--- config.mk ---
export PLATFORM = sky130hd
export DESIGN_NAME = cgc_ctrl
export DESIGN_NICKNAME = d
export VERILOG_FILES = /design/src/hw/rtl/cgc_pkg.sv /design/src/hw/rtl/cgc_ctrl.sv
export SDC_FILE = /design/constraint.sdc
export NUM_CORES = 1
export LEC_CHECK = 0
export ABC_AREA = 1
export BUFFER_PORTS_ARGS = -buffer_cell sky130_fd_sc_hd__buf_2
export CAP_MARGIN = 20
export CORE_UTILIZATION = 41
export CTS_CLUSTER_SIZE = 14
export DETAILED_ROUTE_END_ITERATION = 7
export PLACE_DENSITY = 0.73
export REMOVE_ABC_BUFFERS = 1
export SYNTH_ARGS = -nofsm -noshare
export SYNTH_HDL_FRONTEND = slang
export SYNTH_SLANG_ARGS = --single-unit
--- constraint.sdc ---
create_clock -name clk -period 1.15 [get_ports clk]
set_input_delay 0.23 -clock clk [delete_from_list [all_inputs] [get_ports clk]]
set_output_delay 0.23 -clock clk [all_outputs]
set_load 0.05 [all_outputs]
--- src/hw/rtl/cgc_pkg.sv ---
// Shared types, constants and codes for the coverage grid counter.
// No dependencies; every other RTL file references this package by scope.
`timescale 1ns / 1ps
`default_nettype none

package cgc_pkg;

	localparam int MAX_GRID_SIDE_DEF = 256;
	localparam int MAX_STATIONS_DEF  = 1024;

	// field widths
	localparam int GRID_W   = 9;
	localparam int RADIUS_W = 8;
	localparam int ACT_W    = 2;
	localparam int IDX_W    = 10;
	localparam int XY_W     = 8;
	localparam int COV_W    = 17;
	localparam int USED_W   = 11;
	localparam int CNT_W    = 11;
	// signed coordinate width: covers -255 .. 510
	localparam int CRD_W    = 11;
	// radicand and root of the span square root
	localparam int SQ_W     = 16;
	localparam int ROOT_W   = 8;
	localparam int ROOT_CNT_W = 3;

	localparam logic [CNT_W-1:0] CELL_MAX = 11'd2047;

	// action codes
	localparam logic [ACT_W-1:0] ACT_TOGGLE = 2'd0;
	localparam logic [ACT_W-1:0] ACT_PROBE  = 2'd1;
	localparam logic [ACT_W-1:0] ACT_CLEAR  = 2'd2;
	localparam logic [ACT_W-1:0] ACT_QUERY  = 2'd3;

	// configuration register indexes
	localparam int CFG_IDX_W = 2;
	localparam logic [CFG_IDX_W-1:0] CFG_GRID_WIDTH  = 2'd0;
	localparam logic [CFG_IDX_W-1:0] CFG_GRID_HEIGHT = 2'd1;
	localparam logic [CFG_IDX_W-1:0] CFG_RADIUS      = 2'd2;

	localparam logic [GRID_W-1:0]   GRID_SIDE_RST = 9'd256;
	localparam logic [RADIUS_W-1:0] RADIUS_RST    = 8'd1;

	typedef struct packed {
		logic [ACT_W-1:0] action;
		logic [IDX_W-1:0] station_index;
		logic [XY_W-1:0]  station_x;
		logic [XY_W-1:0]  station_y;
	} in_t;

	typedef struct packed {
		logic [COV_W-1:0]  covered_count;
		logic [USED_W-1:0] used_count;
		logic              station_on;
	} out_t;

	typedef enum logic [3:0] {
		S_INIT,
		S_IDLE,
		S_DEC,
		S_SDEC,
		S_DX,
		S_SQSTART,
		S_SQWAIT,
		S_CRD,
		S_CWR,
		S_FIN,
		S_CLEAR,
		S_DONE
	} state_t;

	typedef enum logic [2:0] {
		RES_NONE,
		RES_ZERO,
		RES_TOTALS,
		RES_STATION,
		RES_WALK
	} res_t;

	typedef struct packed {
		logic latch_item;
		logic sweep_we;
		logic clr_tot;
		logic st_rd;
		logic setup;
		logic dx;
		logic sq_start;
		logic rows;
		logic next_col;
		logic cell_rd;
		logic cell_wr;
		logic load_out;
		res_t res_set;
	} cmd_t;

	typedef struct packed {
		logic [ACT_W-1:0] act;
		logic idx_ok;
		logic cols_empty;
		logic sq_busy;
		logic rows_empty;
		logic col_last;
		logic row_last;
		logic sweep_last;
	} sts_t;

endpackage

`default_nettype wire

--- src/hw/rtl/cgc_ctrl.sv ---
// Controller state machine: sequences clear sweeps, station lookup and the footprint walk.
// Depends on cgc_pkg for state, command and status types.
`timescale 1ns / 1ps
`default_nettype none

module cgc_ctrl (
	input  wire logic          clk,
	input  wire logic          arst_n,
	input  wire logic          in_valid,
	output logic               in_ready,
	output logic               out_valid,
	input  wire logic          out_ready,
	input  wire cgc_pkg::sts_t sts,
	output cgc_pkg::cmd_t      cmd
);

	cgc_pkg::state_t state_q, state_d;
	logic            out_valid_q;

	always_ff @(posedge clk or negedge arst_n) begin
		if (!arst_n) begin
			state_q     <= cgc_pkg::S_INIT;
			out_valid_q <= 1'b0;
		end else begin
			state_q <= state_d;
			if (cmd.load_out) begin
				out_valid_q <= 1'b1;
			end else if (out_ready) begin
				out_valid_q <= 1'b0;
			end
		end
	end

	always_comb begin
		cmd         = '0;
		cmd.res_set = cgc_pkg::RES_NONE;
		in_ready    = 1'b0;
		state_d     = state_q;
		unique case (state_q)
			cgc_pkg::S_INIT: begin
				cmd.sweep_we = 1'b1;
				if (sts.sweep_last) state_d = cgc_pkg::S_IDLE;
			end
			cgc_pkg::S_IDLE: begin
				in_ready = 1'b1;
				if (in_valid) begin
					cmd.latch_item = 1'b1;
					state_d        = cgc_pkg::S_DEC;
				end
			end
			cgc_pkg::S_DEC: begin
				priority if (sts.act == cgc_pkg::ACT_CLEAR) begin
					cmd.clr_tot = 1'b1;
					cmd.res_set = cgc_pkg::RES_ZERO;
					state_d     = cgc_pkg::S_CLEAR;
				end else if (!sts.idx_ok) begin
					cmd.res_set = cgc_pkg::RES_TOTALS;
					state_d     = cgc_pkg::S_DONE;
				end else begin
					cmd.st_rd = 1'b1;
					state_d   = cgc_pkg::S_SDEC;
				end
			end
			cgc_pkg::S_SDEC: begin
				if (sts.act == cgc_pkg::ACT_QUERY) begin
					cmd.res_set = cgc_pkg::RES_STATION;
					state_d     = cgc_pkg::S_DONE;
				end else begin
					cmd.setup = 1'b1;
					state_d   = sts.cols_empty ? cgc_pkg::S_FIN : cgc_pkg::S_DX;
				end
			end
			cgc_pkg::S_DX: begin
				cmd.dx  = 1'b1;
				state_d = cgc_pkg::S_SQSTART;
			end
			cgc_pkg::S_SQSTART: begin
				cmd.sq_start = 1'b1;
				state_d      = cgc_pkg::S_SQWAIT;
			end
			cgc_pkg::S_SQWAIT: begin
				if (!sts.sq_busy) begin
					cmd.rows = 1'b1;
					if (!sts.rows_empty) begin
						state_d = cgc_pkg::S_CRD;
					end else if (sts.col_last) begin
						state_d = cgc_pkg::S_FIN;
					end else begin
						cmd.next_col = 1'b1;
						state_d      = cgc_pkg::S_DX;
					end
				end
			end
			cgc_pkg::S_CRD: begin
				cmd.cell_rd = 1'b1;
				state_d     = cgc_pkg::S_CWR;
			end
			cgc_pkg::S_CWR: begin
				cmd.cell_wr = 1'b1;
				if (!sts.row_last) begin
					state_d = cgc_pkg::S_CRD;
				end else if (sts.col_last) begin
					state_d = cgc_pkg::S_FIN;
				end else begin
					cmd.next_col = 1'b1;
					state_d      = cgc_pkg::S_DX;
				end
			end
			cgc_pkg::S_FIN: begin
				cmd.res_set = cgc_pkg::RES_WALK;
				state_d     = cgc_pkg::S_DONE;
			end
			cgc_pkg::S_CLEAR: begin
				cmd.sweep_we = 1'b1;
				if (sts.sweep_last) state_d = cgc_pkg::S_DONE;
			end
			cgc_pkg::S_DONE: begin
				if (!out_valid_q || out_ready) begin
					cmd.load_out = 1'b1;
					state_d      = cgc_pkg::S_IDLE;
				end
			end
			default: state_d = cgc_pkg::S_INIT;
		endcase
	end

	assign out_valid = out_valid_q;

`ifndef NO_ASSERTIONS
	a_load_free: assert property (@(posedge clk) disable iff (!arst_n)
		cmd.load_out |-> (!out_valid_q || out_ready))
		else $error("result loaded over an untaken beat");
`endif

endmodule

`default_nettype wire

==> flow_summary.toml, run 1 <==
[synth]
syn_inst = 125
synth-seq-area-share = 0.188
ys_types = 17
synth_warnings = 0
yosys_register_bits = 5
synth_area_um2 = 667
synth.avg_cell_area_um2 = 5.34

[placed_design]
dp_slack_ps = -343
portBuffers = 29
placed_area_um2 = 975
place.gp.congestion = 0.863
hpwl_mm = 1.69

[cts]
cts_made_buffers = 3
cts_num_sinks = 5
clock-root-buffer = "clkbuf_4"
cts.path.max_buffers = 2
cts_max_level = 1

[floorplan]
core.rowCount = 14
io_pins = 30
start_util = 0.443
chipWidth_um = 42.3
die_h_um = 42.3

[global_route]
grt_max_degree = 6

[sta]
worstEpCategory = "top-level output"
postGrtWorstEndpoint = "cmd[6]"

[run_status]
firstError = "[ERROR DPL-0038] Utilization greater than 100%, impossible to legalize"
status = "did not finish"
haltStage = "5_1_grt"
[stage by stage]
step	utilization	std cells	setup TNS, ps
after floorplan	-	125	-7940
after CTS	0.875	203	-7190
after detailed placement	0.647	189	-4780
after global placement	0.647	189	-4000
[kinds of logic after synthesis]
group                  count (synthesis)  synth area share
buffers and inverters                 23             0.129
AO/OA/AOI/OAI                          7            0.0600
AND/OR/NAND/NOR                       90             0.623
flip-flops                             5             0.188
[cells in the mapped netlist]
library cell | instances | area (um^2)
nand2_1 | 48 | 180
nor2_1 | 19 | 71.3
inv_1 | 15 | 56.3
inv_2 | 8 | 30.0
nand3_1 | 8 | 40.0
dfrtp_1 | 5 | 125
nor2_2 | 4 | 25.0
nor2_4 | 3 | 33.8
nand2_2 | 2 | 12.5
nand2_4 | 2 | 22.5
nand3b_1 | 2 | 15.0
o21ai_0 | 2 | 10.0
o21ai_1 | 2 | 10.0
o31ai_1 | 2 | 15.0
a21oi_1 | 1 | 5.00
nand3_2 | 1 | 10.0
nor3_1 | 1 | 5.00
[timing repair]
action / in CTS
pin swaps: 10
setup endpoints to repair: 20
buffers inserted: 9
hold buffers: 1
endpoints found under the hold margin: 5
gates cloned: 0
resized for setup: 78
==> inputs of run 2 (changes only) <==
Settings changed: CORE_AREA set to 2 2 63 65, CORE_UTILIZATION 41 to not set, CTS_CLUSTER_SIZE 14 to not set, DIE_AREA set to 0 0 65 67, PLACE_DENSITY 0.73 to not set, PLACE_DENSITY_LB_ADDON set to 0.15.
Clock period 1.15 ns to 1.5 ns, I/O delays scaled along.
==> flow_summary.toml, run 2 <==
[run_status]
status = "complete, but fails checks"
violations = "negative setup slack"

[layout]
most-common-layout-cells = "34 x nand2_1, 16 x buf_4, 15 x buf_6, 13 x buf_2"
fin_cells = 229
syn_to_final_growth_pct = 119
fill_cells = 373
largest_reg_flops = 4
largest_register = "state_q"
drive_above_1_share = 0.624
final_common_cell = "nand2_1"
postLayoutCoreUtil = 0.406
fin_nets = 195
diodes = 0
final_cell_area_um2 = 1460

[drt]
vias = 927
vias_per_cell = 4.05
drtAntennaViolNets = 0
wl_per_cell_um = 10.3
drt_pass1_iterations = 4
totalWireLength_mm = 2.35
initialDrtViolationCount = 19
drc_errors = 0

[synth]
ys_async_sr_fraction = 1.00
synth_warnings = 0
synthTopCellsByCount = "48 x nand2_1, 19 x nor2_1, 15 x inv_1, 8 x inv_2, 8 x nand3_1"
yosys_register_bits = 5
synth.avg_cell_area_um2 = 5.34
yosysMostFrequentCell = "nand2_1"
synth_top_area_cell = "nand2_1"
netlist_top_cells_area = "nand2_1 27%, dfrtp_1 19%, nor2_1 11%"
synth-seq-area-share = 0.188
ys_types = 17
synth_top_area_share = 0.270
synth_edf_count = 0
synth_area_um2 = 667
syn_inst = 125
ys.flop_type = "dfrtp_1"

[cts]
cts_num_sinks = 5
clock-root-buffer = "clkbuf_8"
cts_max_level = 1
clk_pin_slew_worst_paths_ps = 30
clk_latency_ps = 220
cts_tree = "yes"
cts_made_buffers = 3
cts.path.max_buffers = 2

[power]
powerDensity_nw_per_um2 = 2020
ir_drop_mv = 0.988
p_total_mw = 2.95
p_leak_nw = 0.822

[sta]
worst_pin_slew_ps = 247
clock.fmax_mhz = 601
finalSetupTns_ps = -1480
holdWs_ps = 287
setup-violations-final = 16
hold_violations = 0
finalCritPeriodShare = 1.11
min_period_ps = 1660
setup_ws_ps = -163
slew_violations = 0
fin_skew_ps = 3.06
rsz0062_at_grt = "true"
relSlewSlack = 0.837

[global_route]
grt_pass1_wl_mm = 3.60
grt_pass1_vias = 852
gr-usage-all-layers = 0.106
antenna_found_initial = 0
grt_max_degree = 7
grt_overflow = 0

[floorplan]
die_h_um = 67
start_util = 0.185
core.rowCount = 22
io_pins = 30
die-area_um2 = 4360
chipWidth_um = 65
coreArea_um2 = 3610

[flow_run]
maxCapViolCount = 0

[critical_path]
critical_path_arrival_ps = 1360
cp_data_required_time_ps = 1200
rrSetupSlack_ps = 80
critPathKind = "reg2out"
cp-end-kind = "output port"
worstRegToRegCells = 10
crit_start = "state_q[0]"
crit_end = "cmd[6]"
cp_max_fo = 4
cp-start-kind = "flip-flop"
r2r_end = "state_q[3]"
r2r_start = "state_q[0]"

[placed_design]
hpwl_mm = 1.79
place.gp.congestion = 0.814
dp_cells = 214
portBuffers = 29
placed_area_um2 = 962
dp_slack_ps = -85.2

[worst_hold_path]
min_path_type = "in2reg"
-- run 2: logic make-up (layout without fill, tap and decap cells) --
logic type | after synthesis | in the layout | share of synthesized area
compound gates | 7 | 7 | 0.0600
buf+inv | 23 | 79 | 0.129
flops | 5 | 5 | 0.188
simple gates | 90 | 90 | 0.623
-- run 2: repair_timing --
action,4_1_cts,5_1_grt
buffers inserted,8,6
resized for setup,76,34
pin swaps,13,19
hold buffers,1,0
setup endpoints to repair,16,18
endpoints found under the hold margin,5,0
-- run 2: area by class of cell --
class	instances	area (um^2)	share of cell area
Sequential cell	5	130	0.0890
Clock buffer	4	45.0	0.0308
Inverter	23	93.8	0.0642
Timing Repair Buffer	52	469	0.321
Tap cell	48	60.1	0.0411
Multi-Input combinational cell	97	664	0.454
-- run 2: routing by layer --
| layer | vias to the layer above | track usage | part of all wire |
|---|---|---|---|
| li1 | 488 | - | - |
| met1 | 415 | 0.128 | 0.42 |
| met3 | 0 | 0.0220 | 0.041 |
| met5 | - | 0 | 0 |
| met4 | 0 | 0.0160 | 0 |
| met2 | 24 | 0.196 | 0.53 |
-- run 2: how the worst min path moves through the flow --
stage | start | end | slack [ps] | depth (start not counted)
5_1_grt | out_ready | out_valid | 310 | 2
4_1_cts | out_ready | out_valid | 290 | 2
2_1_floorplan | arst_n | out_valid | 4 | 0
3_5_place_dp | arst_n | out_valid | 120 | 1
6_report | out_ready | out_valid | 290 | 2
3_3_place_gp | arst_n | state_q[2] | 120 | 1
-- run 2: critical path, cell delays in order (launching register included) --
cell,delay [ps]
dfrtp_2,450
nor2_4,200
nand2_2,110
o31ai_4,190
buf_6,190
-- run 2: power by group --
group	internal, mW	leakage [nW]	total, mW	switching (mW)
logic	0.968	0.741	2.37	1.41
registers	0.210	0.0584	0.335	0.125
clock network	0.182	0.0228	0.244	0.0623
total	1.36	0.822	2.95	1.59
No activity file was read; power rests on OpenSTA's default activity.
