`config.mk`:
```
export PLATFORM = sky130hd
export DESIGN_NAME = cgc_isqrt
export DESIGN_NICKNAME = d
export VERILOG_FILES = /design/src/hw/rtl/cgc_pkg.sv /design/src/hw/rtl/cgc_isqrt.sv
export SDC_FILE = /design/constraint.sdc
export NUM_CORES = 1
export LEC_CHECK = 0
export ABC_AREA = 1
export BUFFER_PORTS_ARGS = -buffer_cell sky130_fd_sc_hd__buf_2
export CAP_MARGIN = 40
export CORE_ASPECT_RATIO = 2
export CORE_UTILIZATION = 30
export DETAILED_ROUTE_END_ITERATION = 8
export PLACE_DENSITY_LB_ADDON = 0.05
export SETUP_SLACK_MARGIN = 0.3
export SLEW_MARGIN = 40
export SYNTH_ARGS = -nofsm -noshare
export SYNTH_HDL_FRONTEND = slang
export SYNTH_SLANG_ARGS = --single-unit
```
`constraint.sdc`:
```
create_clock -name clk -period 8.9 [get_ports clk]
set_input_delay 2.225 -clock clk [delete_from_list [all_inputs] [get_ports clk]]
set_output_delay 2.225 -clock clk [all_outputs]
set_load 0.01 [all_outputs]
```
`src/hw/rtl/cgc_pkg.sv`:
```
// Shared types, constants and codes for the coverage grid counter.
// No dependencies; every other RTL file references this package by scope.
`timescale 1ns / 1ps
`default_nettype none

package cgc_pkg;

	localparam int MAX_GRID_SIDE_DEF = 256;
	localparam int MAX_STATIONS_DEF  = 1024;

	// field widths
	localparam int GRID_W   = 9;
	localparam int RADIUS_W = 8;
	localparam int ACT_W    = 2;
	localparam int IDX_W    = 10;
	localparam int XY_W     = 8;
	localparam int COV_W    = 17;
	localparam int USED_W   = 11;
	localparam int CNT_W    = 11;
	// signed coordinate width: covers -255 .. 510
	localparam int CRD_W    = 11;
	// radicand and root of the span square root
	localparam int SQ_W     = 16;
	localparam int ROOT_W   = 8;
	localparam int ROOT_CNT_W = 3;

	localparam logic [CNT_W-1:0] CELL_MAX = 11'd2047;

	// action codes
	localparam logic [ACT_W-1:0] ACT_TOGGLE = 2'd0;
	localparam logic [ACT_W-1:0] ACT_PROBE  = 2'd1;
	localparam logic [ACT_W-1:0] ACT_CLEAR  = 2'd2;
	localparam logic [ACT_W-1:0] ACT_QUERY  = 2'd3;

	// configuration register indexes
	localparam int CFG_IDX_W = 2;
	localparam logic [CFG_IDX_W-1:0] CFG_GRID_WIDTH  = 2'd0;
	localparam logic [CFG_IDX_W-1:0] CFG_GRID_HEIGHT = 2'd1;
	localparam logic [CFG_IDX_W-1:0] CFG_RADIUS      = 2'd2;

	localparam logic [GRID_W-1:0]   GRID_SIDE_RST = 9'd256;
	localparam logic [RADIUS_W-1:0] RADIUS_RST    = 8'd1;

	typedef struct packed {
		logic [ACT_W-1:0] action;
		logic [IDX_W-1:0] station_index;
		logic [XY_W-1:0]  station_x;
		logic [XY_W-1:0]  station_y;
	} in_t;

	typedef struct packed {
		logic [COV_W-1:0]  covered_count;
		logic [USED_W-1:0] used_count;
		logic              station_on;
	} out_t;

	typedef enum logic [3:0] {
		S_INIT,
		S_IDLE,
		S_DEC,
		S_SDEC,
		S_DX,
		S_SQSTART,
		S_SQWAIT,
		S_CRD,
		S_CWR,
		S_FIN,
		S_CLEAR,
		S_DONE
	} state_t;

	typedef enum logic [2:0] {
		RES_NONE,
		RES_ZERO,
		RES_TOTALS,
		RES_STATION,
		RES_WALK
	} res_t;

	typedef struct packed {
		logic latch_item;
		logic sweep_we;
		logic clr_tot;
		logic st_rd;
		logic setup;
		logic dx;
		logic sq_start;
		logic rows;
		logic next_col;
		logic cell_rd;
		logic cell_wr;
		logic load_out;
		res_t res_set;
	} cmd_t;

	typedef struct packed {
		logic [ACT_W-1:0] act;
		logic idx_ok;
		logic cols_empty;
		logic sq_busy;
		logic rows_empty;
		logic col_last;
		logic row_last;
		logic sweep_last;
	} sts_t;

endpackage

`default_nettype wire

```
`src/hw/rtl/cgc_isqrt.sv`:
```
// Bit-serial integer square root, one root bit per cycle.
// Depends on cgc_pkg for widths.
`timescale 1ns / 1ps
`default_nettype none

module cgc_isqrt (
	input  wire logic                       clk,
	input  wire logic                       arst_n,
	input  wire logic                       start,
	input  wire logic [cgc_pkg::SQ_W-1:0]   radicand,
	output logic                            busy,
	output logic [cgc_pkg::ROOT_W-1:0]      root
);

	logic                             busy_q;
	logic [cgc_pkg::ROOT_CNT_W-1:0]   bit_q;
	logic [cgc_pkg::SQ_W-1:0]         v_q;
	logic [cgc_pkg::ROOT_W-1:0]       s_q;
	logic [cgc_pkg::ROOT_W-1:0]       trial;
	logic [cgc_pkg::SQ_W-1:0]         trial_sq;

	assign trial    = s_q | (cgc_pkg::ROOT_W'(1) << bit_q);
	assign trial_sq = cgc_pkg::SQ_W'(trial) * cgc_pkg::SQ_W'(trial);

	always_ff @(posedge clk or negedge arst_n) begin
		if (!arst_n) begin
			busy_q <= 1'b0;
		end else if (start) begin
			busy_q <= 1'b1;
		end else if (busy_q && bit_q == '0) begin
			busy_q <= 1'b0;
		end
	end

	always_ff @(posedge clk) begin
		if (start) begin
			v_q   <= radicand;
			s_q   <= '0;
			bit_q <= cgc_pkg::ROOT_CNT_W'(cgc_pkg::ROOT_W - 1);
		end else if (busy_q) begin
			if (trial_sq <= v_q) begin
				s_q <= trial;
			end
			bit_q <= bit_q - 1'b1;
		end
	end

	assign busy = busy_q;
	assign root = s_q;

`ifndef NO_ASSERTIONS
	a_root_floor: assert property (@(posedge clk) disable iff (!arst_n)
		$fell(busy_q) |-> (cgc_pkg::SQ_W'(s_q) * cgc_pkg::SQ_W'(s_q) <= v_q)
			&& ((17'(s_q) + 17'd1) * (17'(s_q) + 17'd1) > 17'(v_q)))
		else $error("square root result is not the floor root");
`endif

endmodule

`default_nettype wire

```
== Word-level counts from Yosys, hierarchy flattened ==
Cells that the tools add are included.
W data, S select, Z words.

* Magnitude comparators: 1
* Multipliers: 1
* Mux-type cells: 2
* Bitwise operators: 1
* Add/subtract/negate cells: 1
* Reductions and logical operators: 4
* Shifts and indexed selects: 1

{| class="wikitable"
|+ Operators with widths
! cell !! count
|-
| $le A16 B16 Y1 || 1
|-
| $mul A8 B8 Y16 || 1
|-
| $or A8 B8 Y8 || 1
|-
| $shl A1 B3 Y8 const A || 1
|-
| $logic_not A3 Y1 || 1
|-
| $sub A3 B1 Y3 const B || 1
|-
| $mux W1 || 2
|-
| $reduce_and A2 Y1 || 1
|-
| $reduce_bool A2 Y1 || 1
|-
| $logic_and A1 B1 Y1 || 1
|}

* Logic and storage cells: 15
* Bits in registers: 28

== Longest topological paths before layout ==
Gate-level depths: netlist (run 1).

* Depth in word-level cells: 5
* Depth in mapped cells: 32
* Gate-level depth less buffers: 32

== Worst setup path after synthesis (run 1) ==
No wires, ideal clock.

* Path type: reg2reg
* Start point: register bit_q[0] (netlist bit)
* End point: register s_q (netlist bit root[0])
* Data required time: 8781 ps
* Arrival time: 5053 ps
* Path buffers: 0
* Setup slack: 3729 ps
* Setup time: 119 ps
* Cell stages (with the launch flop): 31
* Path through: dfxtp_1 > inv_1 > ha_1 > a21oi_2 > inv_1 > nand2_1 > inv_1 > fa_1 > fa_1 > inv_1 > fa_1 > fa_1 > inv_1 > ha_1 > nand2_1 > nand2_1 > inv_1 > o21ai_0 > nand2_1 > nand3_1 > xnor2_1 > ha_1 > nand2_2 > nor2_4 > inv_2 > nor2_4 > nand2_1 > nand2_1 > nand2_2 > nand2_4 > a21oi_2

* Word-level cells in the longest chain between the ends: 5

{| class="wikitable"
|+ Ends and longest elaborated chain
! item !! line !! RTL
|-
| start: declaration || cgc_isqrt.sv:16 || <nowiki>logic [cgc_pkg::ROOT_CNT_W-1:0] bit_q;</nowiki>
|-
| start signal: assignment || cgc_isqrt.sv:39 || <nowiki>bit_q <= cgc_pkg::ROOT_CNT_W'(cgc_pkg::ROOT_W - 1);</nowiki>
|-
| start signal: assignment || cgc_isqrt.sv:44 || <nowiki>bit_q <= bit_q - 1'b1;</nowiki>
|-
| $shl A1 B3 Y8 (*) || cgc_isqrt.sv:22 || <nowiki>assign trial = s_q | (cgc_pkg::ROOT_W'(1) << bit_q);</nowiki>
|-
| $or A8 B8 Y8 (*) || cgc_isqrt.sv:22 ||
|-
| $mul A8 B8 Y16 || cgc_isqrt.sv:23 || <nowiki>assign trial_sq = cgc_pkg::SQ_W'(trial) * cgc_pkg::SQ_W'(trial);</nowiki>
|-
| $le A16 B16 Y1 || cgc_isqrt.sv:41 || <nowiki>if (trial_sq <= v_q) begin</nowiki>
|-
| $reduce_and A2 Y1 (no source line) || - ||
|-
| end signal: assignment || cgc_isqrt.sv:42 || <nowiki>s_q <= trial;</nowiki>
|-
| end: declaration || cgc_isqrt.sv:18 || <nowiki>logic [cgc_pkg::ROOT_W-1:0] s_q;</nowiki>
|}

Mark *: on every way between the ends. The rest lies on a longest branch, timed or not.
A chain may end at the register's enable or synchronous reset.

== Worst setup path in the final report (run 1) ==
* Start point: register bit_q[1] (netlist bit)
* End point: register s_q (netlist bit root[3])

The elaborated chain is that of the path after synthesis.

==> summary.md, run 1 <==
## Status
* **result of the run** finished, final reports clean

## Power
* **Int Power** 290.8 uW
* **part of the total power dissipated in sequential elements** 33.3%
* **proportion of power drawn by the clock network** 27.7%
* **leakage power summed over all cells** 0.002021 uW
* **areal power density over the cells** 127.0 nW/um2
* **Max IR drop VDD** 0.08314 mV
* **net switching share of the total power** 36.55%
* **switching pwr** 167.5 uW
* **Comb power frac** 39.0%

## Logic synthesis
* **count of different cell masters after synthesis** 32
* **warning count from the yosys run** 0
* **share of the synthesized area in compound gates (AO/OA/AOI/OAI)** 9.031%
* **Post-synth EDFFs** 16
* **nets in the synthesized netlist** 488
* **most used flip-flop cell after synthesis** edfxtp_1
* **Post-Synth Simple-Gate Area** 16.43%
* **mean cell area of the mapped netlist** 8.117 um2
* **leading cell types by count after synthesis** inv_1, nand2_1, ha_1
* **share of Yosys cell area claimed by the top area cell type** 18.68%
* **top post-synthesis cells by area** ha_1, fa_1, edfxtp_1
* **area leader, netlist** ha_1
* **largest family of logic cells by synthesized area** adder cells
* **cells after synthesis** 396
* **Synth Cell Area** 3214 um2
* **adder and majority gate portion of the synthesized area** 34.25%
* **share of async-settable or async-resettable flops after synthesis** 3.571%
* **XOR/XNOR Fraction of Synth Area** 4.360%
* **register area share after synthesis** 22.58%
* **post-synthesis mux area share** 0%
* **number of synthesized register bits** 28
* **top-count cell post-synth** inv_1

## Floorplan
* **I/O pin total** 28
* **standard cell core area** 10480 um2
* **area of the die** 11160 um2
* **number of cell rows** 53
* **Initial Util** 30.68%
* **DIE WIDTH** 75.20 um
* **vertical die dimension** 148.4 um

## Global routing
* **antenna violations before repair** 0
* **largest net degree at the start of global routing** 20
* **Overall Global Routing Usage** 15.34%
* **via count of the first global-routing pass** 2660
* **overall overflow remaining after global route** 0
* **global-route wire length before repair** 12360 um

## Drt
* **Detailed Route Iter0 Violations** 57
* **post-DR wirelength/cell** 13.35 um
* **via count** 2431
* **via density per instance** 4.326
* **Routed WL** 7502 um
* **post-route ant nets** 0
* **number of iterations in the first detailed-routing pass** 4
* **DRC violations left** 0

## Critical path
* **critical path class** reg2reg
* **Worst Path Required** 9.12 ns
* **type of element launching the critical path** flip-flop
* **maximum single-stage delay on the critical path** 0.56 ns
* **slowest cell on the critical path** fa_1
* **endpoint type of the worst setup path** flip-flop
* **timing startpoint of the critical path** bit_q[1]
* **Reg2Reg Launch Point** bit_q[1]
* **arrival time reported for the critical path endpoint** 6.00 ns
* **top fanout value on the critical path** 9
* **cell seen most often among critical-path stages** nand2_1

## Clocking
* **Num Clock Sinks** 28
* **count of hold buffers inserted by post-cts repair** 0
* **CTS Root Cell** clkbuf_16
* **clock slew at the register clock pins of the worst setup and hold paths** 0.07 ns
* **htree depth** 1
* **number of buffers on the longest clock path** 2
* **post-CTS setup repair buffer count** 0
* **number of buffers created by CTS** 3
* **TritonCTS clock tree** yes
* **Worst-Skew Late Latency** 0.28 ns
* **Resize count post-CTS** 0

## STA
* **Max Clock Freq** 173.0 MHz
* **period utilisation layout** 64.95%
* **Fin Setup TNS** 0 ns
* **transition time at the pin with the least slew margin** 0.5230 ns
* **worst clock skew** 0.006327 ns
* **setup violation total in the final timing report** 0
* **fin. max-slew vios** 0
* **Hold Vio Cnt, Final** 0
* **setup repair after global routing missed its margin** no
* **max_slew headroom** 65.05%
* **Hold WS** 0.4786 ns
* **post-layout min period** 5.781 ns

## Min path
* **worst hold start** root[1]
* **type of the tightest min-delay check** reg2reg

## Placed design
* **detailed-placement wirelength estimate** 6572 um
* **cell area after placement** 3508 um2
* **GPL Wtd Cong** 0.8876
* **Port Buf Inserts** 27

## Layout
* **fraction of final layout cells sized beyond drive strength 1** 13.41%
* **NumNets Final** 518
* **antenna diode count** 0
* **Post-Route Utilization** 34.44%
* **Post-Layout Inst Area** 3608 um2
* **area growth from synthesis to layout** 12.26%

## Run
* **number of max-cap violations** 0

kinds of logic (layout without fill, tap and decap cells):
kind of cell	after synthesis	in the layout
simple gates	120	120
compound gates	46	46
fa+ha+maj	73	73
buf+inv	113	142
flops	28	28
xor+xnor	16	16
critical path: cells and delay by family, from the launching register on:
family	cells	cell delay (ns)
xor+xnor	1	0.16
flops	1	0.38
compound gates	4	0.93
simple gates	10	0.84
fa+ha+maj	7	2.92
buf+inv	6	0.47
registers in the layout, indices dropped and copies added, names as in the netlist:
name	cells
bit_q	3
busy	1
root	8
v_q	16
layer usage:
| metal | global-route usage [%] | vias up | routed length, um |
|---|---|---|---|
| li1 | - | 1262 | - |
| met4 | 8.056 | 0 | 356 |
| met5 | 0 | - | 0 |
| met3 | 1.423 | 13 | 93 |
| met1 | 14.54 | 1126 | 2644 |
| met2 | 30.36 | 30 | 4408 |
placed cells by master (no fill, tap or decap), drive strengths merged:
cell and instances:
a21oi 31, buf 27, clkbuf 4, clkinv 1, dfrtp 1, dfxtp 11, edfxtp 16, fa 25
ha 48, inv 110, nand2 85, nand3 10, nand3b 1, nand4 2, nor2 20, nor3 2
o21a 2, o21ai 12, o21bai 1, xnor2 8, xor2 8
path summary, 6_finish.rpt:
check,slack [ns],endpoint,cells past startpoint
setup reg to reg,3.12,root[3],28
setup / recovery,3.12,root[3],28
min in group asynchronous,1.70,busy,1
max in group asynchronous,7.12,busy,1
hold / removal,0.48,root[1],2
hold reg to reg,0.48,root[1],2
per-stage QoR:
| stage | power [uW] | setup WS (ns) | instances |
|---|---|---|---|
| floorplan | 291.6 | 3.729 | 396 |
| global placement | 336.1 | 3.061 | 558 |
| detailed placement | 338.3 | 3.056 | 558 |
| CTS | 467.9 | 3.020 | 562 |
| global route | 494.5 | 2.602 | 562 |
| finish | 458.3 | 3.119 | 562 |
area by class of cell:
| cell class | instances | area, um2 |
|---|---|---|
| fillers | 1175 | 6869 |
| multi-input cells | 255 | 2059 |
| flip-flops and latches | 28 | 725.7 |
| inverters | 111 | 416.7 |
| well taps | 137 | 171.4 |
| repair buffers | 27 | 135.1 |
| clock buffers | 4 | 100.1 |
power by group through the flow:
| stage | logic (uW) | registers (uW) | clock network [uW] |
|---|---|---|---|
| 5_1_grt | 205 | 154 | 135 |
| 2_1_floorplan | 136 | 156 | 0 |
| 4_1_cts | 184 | 153 | 131 |
| 3_5_place_dp | 182 | 156 | 0 |
| 6_report | 179 | 153 | 127 |
| 3_3_place_gp | 180 | 156 | 0 |
Power figures use the tool's default switching activity.
==> inputs of run 2 (changes only) <==
--- a/config.mk
+++ b/config.mk
@@ -5,7 +5,7 @@
 export SDC_FILE = /design/constraint.sdc
 export NUM_CORES = 1
 export LEC_CHECK = 0
-export ABC_AREA = 1
+export ABC_AREA = 0
 export BUFFER_PORTS_ARGS = -buffer_cell sky130_fd_sc_hd__buf_2
 export CAP_MARGIN = 40
 export CORE_ASPECT_RATIO = 2
==> constraint.sdc (replaced) <==
create_clock -name clk -period 4.9 [get_ports clk]
set_input_delay 1.225 -clock clk [delete_from_list [all_inputs] [get_ports clk]]
set_output_delay 1.225 -clock clk [all_outputs]
set_load 0.01 [all_outputs]
==> run 2 against run 1 <==
The run now ends with setup timing left. Final cell count increased by 1.4%. Clock skew decreased by 0.0025 ns. Global-route usage increased by 2.9 points. Fmax is 0.19% lower. Sequential share of layout area decreased by 3.5 points. Critical path type unchanged. Largest power group unchanged. Highest routed layer unchanged.
==> summary.md, run 2 <==
## Logic synthesis
* **register area share after synthesis** 23.45%, +0.88 points
* **mean cell area of the mapped netlist** 9.209 um2, +13%
* **share of async-settable or async-resettable flops after synthesis** 3.571%, unchanged
* **top-count cell post-synth** inv_1
* **adder and majority gate portion of the synthesized area** 35.58%, +1.3 points
* **share of the synthesized area in compound gates (AO/OA/AOI/OAI)** 13.79%, +4.8 points
* **count of different cell masters after synthesis** 41, +28%
* **leading cell types by count after synthesis** inv_1, ha_1, nor2_1
* **top post-synthesis cells by area** ha_1, fa_1, edfxtp_1
* **post-synthesis mux area share** 0%, unchanged
* **cells after synthesis** 336, -15%
* **Synth Cell Area** 3094 um2, -3.7%
* **Post-Synth Simple-Gate Area** 12.70%, -3.7 points
* **most used flip-flop cell after synthesis** edfxtp_1
* **XOR/XNOR Fraction of Synth Area** 4.529%, +0.17 points
* **share of Yosys cell area claimed by the top area cell type** 19.41%, +0.73 points
* **largest family of logic cells by synthesized area** adder cells
* **nets in the synthesized netlist** 428, -12%
* **number of synthesized register bits** 28, unchanged
* **warning count from the yosys run** 0, unchanged
* **Post-synth EDFFs** 16, unchanged
* **area leader, netlist** ha_1

## Layout
* **Reg with most FFs** v_q
* **NumNets Final** 528, +1.9%
* **antenna diode count** 0, unchanged
* **area growth from synthesis to layout** 42.86%
* **flip-flop count of the largest register, all copies and words added** 16, unchanged
* **Post-Route Utilization** 43.83%, +9.4 points
* **Post-Layout Inst Area** 4420 um2, +23%
* **post-route insts no fill** 570, +1.4%
* **top library cells by usage in the layout, fill and taps aside** buf_4, inv_1, ha_1, nor2_1, buf_2
* **fraction of final layout cells sized beyond drive strength 1** 37.93%, +25 points
* **Filler Cell Count** 1012, -14%
* **most common library cell in the layout ignoring fill and taps** buf_4

## STA
* **final setup slack of the worst path** -0.8919 ns, -4.011 ns
* **fin. max-slew vios** 0, unchanged
* **setup violation total in the final timing report** 8, +8
* **Max Clock Freq** 172.7 MHz, -0.19%
* **transition time at the pin with the least slew margin** 0.7975 ns, +0.2745 ns
* **worst clock skew** 0.003818 ns, -0.002508 ns
* **Hold Vio Cnt, Final** 0, unchanged
* **Hold WS** 0.5653 ns, +0.08663 ns
* **period utilisation layout** 118.2%, +53 points
* **post-layout min period** 5.792 ns, +0.01123 ns
* **max_slew headroom** 46.83%, -18 points
* **setup repair after global routing missed its margin** yes

## Power
* **Max IR drop VDD** 0.3252 mV, +290%
* **areal power density over the cells** 235.0 nW/um2, +85%
* **leakage power summed over all cells** 0.002120 uW, +4.9%

## Critical path
* **Worst Path Required** 5.07 ns, -4.05 ns
* **Reg2Reg Launch Point** bit_q[0]
* **top fanout value on the critical path** 8, -1
* **critical path class** reg2reg
* **Worst Setup EP** root[6]
* **r2r setup slk** -0.89 ns, -4.01 ns
* **family with the most delay on the worst path** adder cells
* **arrival time reported for the critical path endpoint** 5.97 ns, -0.03 ns
* **timing startpoint of the critical path** bit_q[0]
* **Critical path buffers and inverters** 7, +1
* **Worst R2R Path Depth** 25, -11%
* **maximum single-stage delay on the critical path** 0.52 ns, -0.04 ns
* **cell seen most often among critical-path stages** fa_1
* **endpoint type of the worst setup path** flip-flop
* **worst reg2reg endpoint** root[6]
* **slowest cell on the critical path** fa_1
* **type of element launching the critical path** flip-flop
* **cell depth of the worst setup path** 25, -11%

## Clocking
* **htree depth** 1, unchanged
* **number of buffers on the longest clock path** 2, unchanged
* **Worst-Skew Late Latency** 0.27 ns, about the same
* **CTS Root Cell** clkbuf_16
* **TritonCTS clock tree** yes
* **count of hold buffers inserted by post-cts repair** 0, unchanged
* **Num Clock Sinks** 28, unchanged
* **number of buffers created by CTS** 3, unchanged
* **clock slew at the register clock pins of the worst setup and hold paths** 0.08 ns, about the same

## Drt
* **Detailed Route Iter0 Violations** 38, -33%
* **post-DR wirelength/cell** 15.56 um, +17%
* **number of iterations in the first detailed-routing pass** 4, unchanged
* **DRC violations left** 0, unchanged
* **Routed WL** 8868 um, +18%
* **via density per instance** 4.475, +3.5%
* **via count** 2551, +4.9%
* **post-route ant nets** 0, unchanged

## Status
* **result of the run** complete, but fails checks
* **violations in the final reports** setup timing

## Floorplan
* **Initial Util** 30.68%, about the same
* **DIE WIDTH** 73.81 um, -1.8%
* **area of the die** 10750 um2, -3.7%
* **number of cell rows** 52, -1.9%
* **I/O pin total** 28, unchanged
* **standard cell core area** 10080 um2, -3.7%
* **vertical die dimension** 145.6 um, -1.9%

## Placed design
* **GPL Wtd Cong** 0.7924, -11%
* **cell area after placement** 4050 um2, +15%
* **cell count after placement** 560, +0.36%
* **detailed-placement wirelength estimate** 7601 um, +16%
* **Port Buf Inserts** 27, unchanged
* **Post-Place Setup Slack** -1.122 ns, -4.178 ns

## Global routing
* **overall overflow remaining after global route** 0, unchanged
* **largest net degree at the start of global routing** 29, +45%
* **Overall Global Routing Usage** 18.21%, +2.9 points
* **global-route wire length before repair** 14430 um, +17%
* **antenna violations before repair** 0, unchanged
* **via count of the first global-routing pass** 2967, +12%

## Run
* **number of max-cap violations** 0, unchanged

## Min path
* **type of the tightest min-delay check** reg2reg

[run 2: routing by layer]
layer,vias up,wire length (um),GRT usage [%]
met5,-,0,0
met4,0,265,4.423
met3,12,128,1.939
met2,26,5690,39.36
met1,1216,2785,16.17
li1,1297,-,-
[run 2: report_power, final]
group / total, uW / leakage, uW / internal (uW) / switching [uW]
clock: 255 / 0.0000511 / 163 / 91.5
combinational: 498 / 0.00181 / 242 / 255
sequential: 287 / 0.000255 / 269 / 17.5
total: 1040 / 0.00212 / 674 / 364
[run 2: worst min-delay path, stage by stage (launching register included)]
cell	delay, ns
dfxtp_4	0.40
xnor2_1	0.08
nand2b_1	0.06
[run 2: repair_timing]
action,4_1_cts,5_1_grt
endpoints found under the hold margin,0,0
pin swaps,17,2
setup buffers,6,0
endpoints found under the setup margin,8,8
gates resized for setup,35,3
[run 2: cells by family (layout without fill, tap and decap cells)]
group	count (synthesis)	count (layout)
AO/OA/AOI/OAI	57	57
XOR/XNOR	16	16
adder cells (fa/ha/maj)	73	73
buffers and inverters	81	180
flip-flops	28	28
AND/OR/NAND/NOR	81	81
[run 2: final cells by class]
type | count | area [um2] | area share, %
Clock buffer | 3 | 75.07 | 1.698
Clock inverter | 1 | 30.03 | 0.6793
Inverter | 73 | 286.5 | 6.482
Multi-Input combinational cell | 227 | 2389 | 54.03
Sequential cell | 28 | 734.5 | 16.61
Tap cell | 135 | 168.9 | 3.821
Timing Repair Buffer | 103 | 737.0 | 16.67
[run 2: worst min path at each step]
stage / startpoint / endpoint / slack [ns] / depth (start not counted)
3_3_place_gp: bit_q[0] / bit_q[0] / 0.54 / 2
4_1_cts: bit_q[0] / bit_q[0] / 0.56 / 2
3_5_place_dp: bit_q[0] / bit_q[0] / 0.54 / 2
2_1_floorplan: bit_q[1] / bit_q[1] / 0.52 / 2
6_report: bit_q[0] / bit_q[0] / 0.57 / 2
5_1_grt: bit_q[0] / bit_q[0] / 0.61 / 2
[run 2: through the flow]
stage	TNS, ns	total power (uW)
2_1_floorplan	-5.517	550.7
4_1_cts	-7.039	1049
6_report	-7.061	1039
3_3_place_gp	-8.875	740.9
5_1_grt	-9.176	1110
3_5_place_dp	-8.777	744.2
==> inputs of run 3 (changes only) <==
--- a/config.mk
+++ b/config.mk
@@ -8,7 +8,7 @@
 export ABC_AREA = 0
 export BUFFER_PORTS_ARGS = -buffer_cell sky130_fd_sc_hd__buf_2
 export CAP_MARGIN = 40
-export CORE_ASPECT_RATIO = 2
+export CORE_ASPECT_RATIO = 1.75
 export CORE_UTILIZATION = 30
 export DETAILED_ROUTE_END_ITERATION = 8
 export PLACE_DENSITY_LB_ADDON = 0.05
==> run 3 against run 2 <==
The run still ends with setup timing left. Cell area rose by 1.1%. Largest cell class unchanged. Sequential cell count did not move. Global-route usage fell by 1.6 points. Via count rose by 1.2%. Wire length fell by 4.8%.
==> summary.md, run 3 (same netlist as run 2, synthesis figures left out) <==
## Clocking
* **Num Clock Sinks** 28, unchanged
* **number of buffers on the longest clock path** 2, unchanged
* **TritonCTS clock tree** yes
* **htree depth** 1, unchanged
* **CTS Root Cell** clkbuf_16
* **clock slew at the register clock pins of the worst setup and hold paths** 0.07 ns, about the same
* **Worst-Skew Late Latency** 0.27 ns, about the same
* **count of hold buffers inserted by post-cts repair** 0, unchanged
* **number of buffers created by CTS** 3, unchanged

## STA
* **worst clock skew** 0.002348 ns, -0.001471 ns
* **setup violation total in the final timing report** 8, unchanged
* **fin. max-slew vios** 0, unchanged
* **Hold Vio Cnt, Final** 0, unchanged
* **Max Clock Freq** 171.8 MHz, -0.52%
* **post-layout min period** 5.822 ns, +0.03029 ns
* **transition time at the pin with the least slew margin** 0.8192 ns, +0.02167 ns
* **period utilisation layout** 118.8%, +0.62 points
* **final setup slack of the worst path** -0.9222 ns, -0.03029 ns
* **max_slew headroom** 45.39%, -1.4 points
* **setup repair after global routing missed its margin** yes

## Placed design
* **detailed-placement wirelength estimate** 7190 um, -5.4%
* **GPL Wtd Cong** 0.7947, +0.29%
* **Port Buf Inserts** 27, unchanged
* **cell count after placement** 550, -1.8%

## Floorplan
* **vertical die dimension** 136.4 um, -6.4%
* **number of cell rows** 48, -7.7%
* **area of the die** 10740 um2, about the same
* **I/O pin total** 28, unchanged
* **Initial Util** 31.04%, +0.35 points
* **DIE WIDTH** 78.77 um, +6.7%
* **standard cell core area** 9970 um2, -1.1%

## Critical path
* **type of element launching the critical path** flip-flop
* **endpoint type of the worst setup path** flip-flop
* **family with the most delay on the worst path** adder cells
* **arrival time reported for the critical path endpoint** 5.99 ns, +0.02 ns
* **Worst Path Required** 5.07 ns, about the same
* **maximum single-stage delay on the critical path** 0.50 ns, -0.02 ns
* **critical path class** reg2reg
* **Worst R2R Path Depth** 25, unchanged
* **cell depth of the worst setup path** 25, unchanged
* **cell seen most often among critical-path stages** fa_1
* **Critical path buffers and inverters** 7, unchanged
* **top fanout value on the critical path** 8, unchanged
* **slowest cell on the critical path** fa_1

## Drt
* **number of iterations in the first detailed-routing pass** 4, unchanged
* **via count** 2582, +1.2%
* **via density per instance** 4.594, +2.7%
* **DRC violations left** 0, unchanged
* **Routed WL** 8446 um, -4.8%
* **post-route ant nets** 0, unchanged
* **post-DR wirelength/cell** 15.03 um, -3.4%
* **Detailed Route Iter0 Violations** 53, +39%

## Layout
* **antenna diode count** 0, unchanged
* **fraction of final layout cells sized beyond drive strength 1** 38.44%, +0.51 points
* **Filler Cell Count** 1041, +2.9%
* **Reg with most FFs** v_q
* **most common library cell in the layout ignoring fill and taps** buf_4
* **NumNets Final** 530, +0.38%
* **flip-flop count of the largest register, all copies and words added** 16, unchanged
* **post-route insts no fill** 562, -1.4%
* **area growth from synthesis to layout** 44.44%
* **Post-Route Utilization** 44.83%, +1.0 points
* **top library cells by usage in the layout, fill and taps aside** buf_4, inv_1, ha_1, nor2_1, buf_2

## Status
* **violations in the final reports** setup timing
* **result of the run** complete, but fails checks

## Power
* **leakage power summed over all cells** 0.002129 uW, +0.41%
* **Max IR drop VDD** 0.2528 mV, -22%
* **areal power density over the cells** 228.8 nW/um2, -2.6%

## Global routing
* **via count of the first global-routing pass** 2765, -6.8%
* **overall overflow remaining after global route** 0, unchanged
* **global-route wire length before repair** 13240 um, -8.3%
* **Overall Global Routing Usage** 16.65%, -1.6 points
* **antenna violations before repair** 0, unchanged
* **largest net degree at the start of global routing** 29, unchanged

## Min path
* **instance count along the most critical hold path** 2, unchanged
* **type of the tightest min-delay check** reg2reg

## Run
* **number of max-cap violations** 0, unchanged

[run 3: worst paths after layout]
check / slack, ns / startpoint / endpoint
setup / recovery: -0.92 / bit_q[1] / root[6]
hold / removal: 0.57 / bit_q[1] / bit_q[1]
setup reg to reg: -0.92 / bit_q[1] / root[6]
hold reg to reg: 0.57 / bit_q[1] / bit_q[1]
max in group asynchronous: 4.11 / arst_n / busy
min in group asynchronous: 0.71 / arst_n / busy
[run 3: metrics by stage]
step	area, um2	total power (uW)	hold slack, ns	TNS [ns]	worst slack, ns
after floorplan	3273	550.7	0.5204	-5.517	-0.6897
after global placement	4063	732.4	0.5383	-9.912	-1.243
after detailed placement	4063	736.3	0.5471	-9.695	-1.220
after CTS	4317	1015	0.5687	-7.368	-0.9311
after global routing	4469	1090	0.5900	-9.111	-1.152
final	4469	1023	0.5655	-7.307	-0.9222
[run 3: where the power goes]
group          leakage (uW)  switching, uW  internal (uW)
combinational       0.00182            256            230
sequential         0.000256           15.9            269
clock             0.0000511           88.9            163
[run 3: layout make-up]
type / count / area [um2] / share of cell area [%]
timing repair buffer: 105 / 770.7 / 17.25
tap: 125 / 156.4 / 3.499
inverter: 73 / 281.5 / 6.299
clock buffer: 3 / 75.07 / 1.680
sequential: 28 / 733.2 / 16.41
multi-input combinational: 227 / 2422 / 54.20
clock inverter: 1 / 30.03 / 0.6719
[run 3: repair_timing]
action                     4_1_cts  5_1_grt
pin swaps                        7        5
buffers inserted                 3        5
setup endpoints to repair        8        8
gates resized for setup         18       15
[run 3: per-layer routing]
metal,GRT usage (%),vias to the layer above,share of wire (%)
li1,-,1308,-
met1,15.09,1244,34
met2,36.57,22,62
met3,1.812,8,1.5
met4,4.218,0,2.3
met5,0,-,0
[run 3: worst min-delay path, delay by kind of cell, from the launching register on]
family | cells | cell delay, ns
flip-flops | 1 | 0.39
AO/OA/AOI/OAI | 1 | 0.08
AND/OR/NAND/NOR | 1 | 0.06
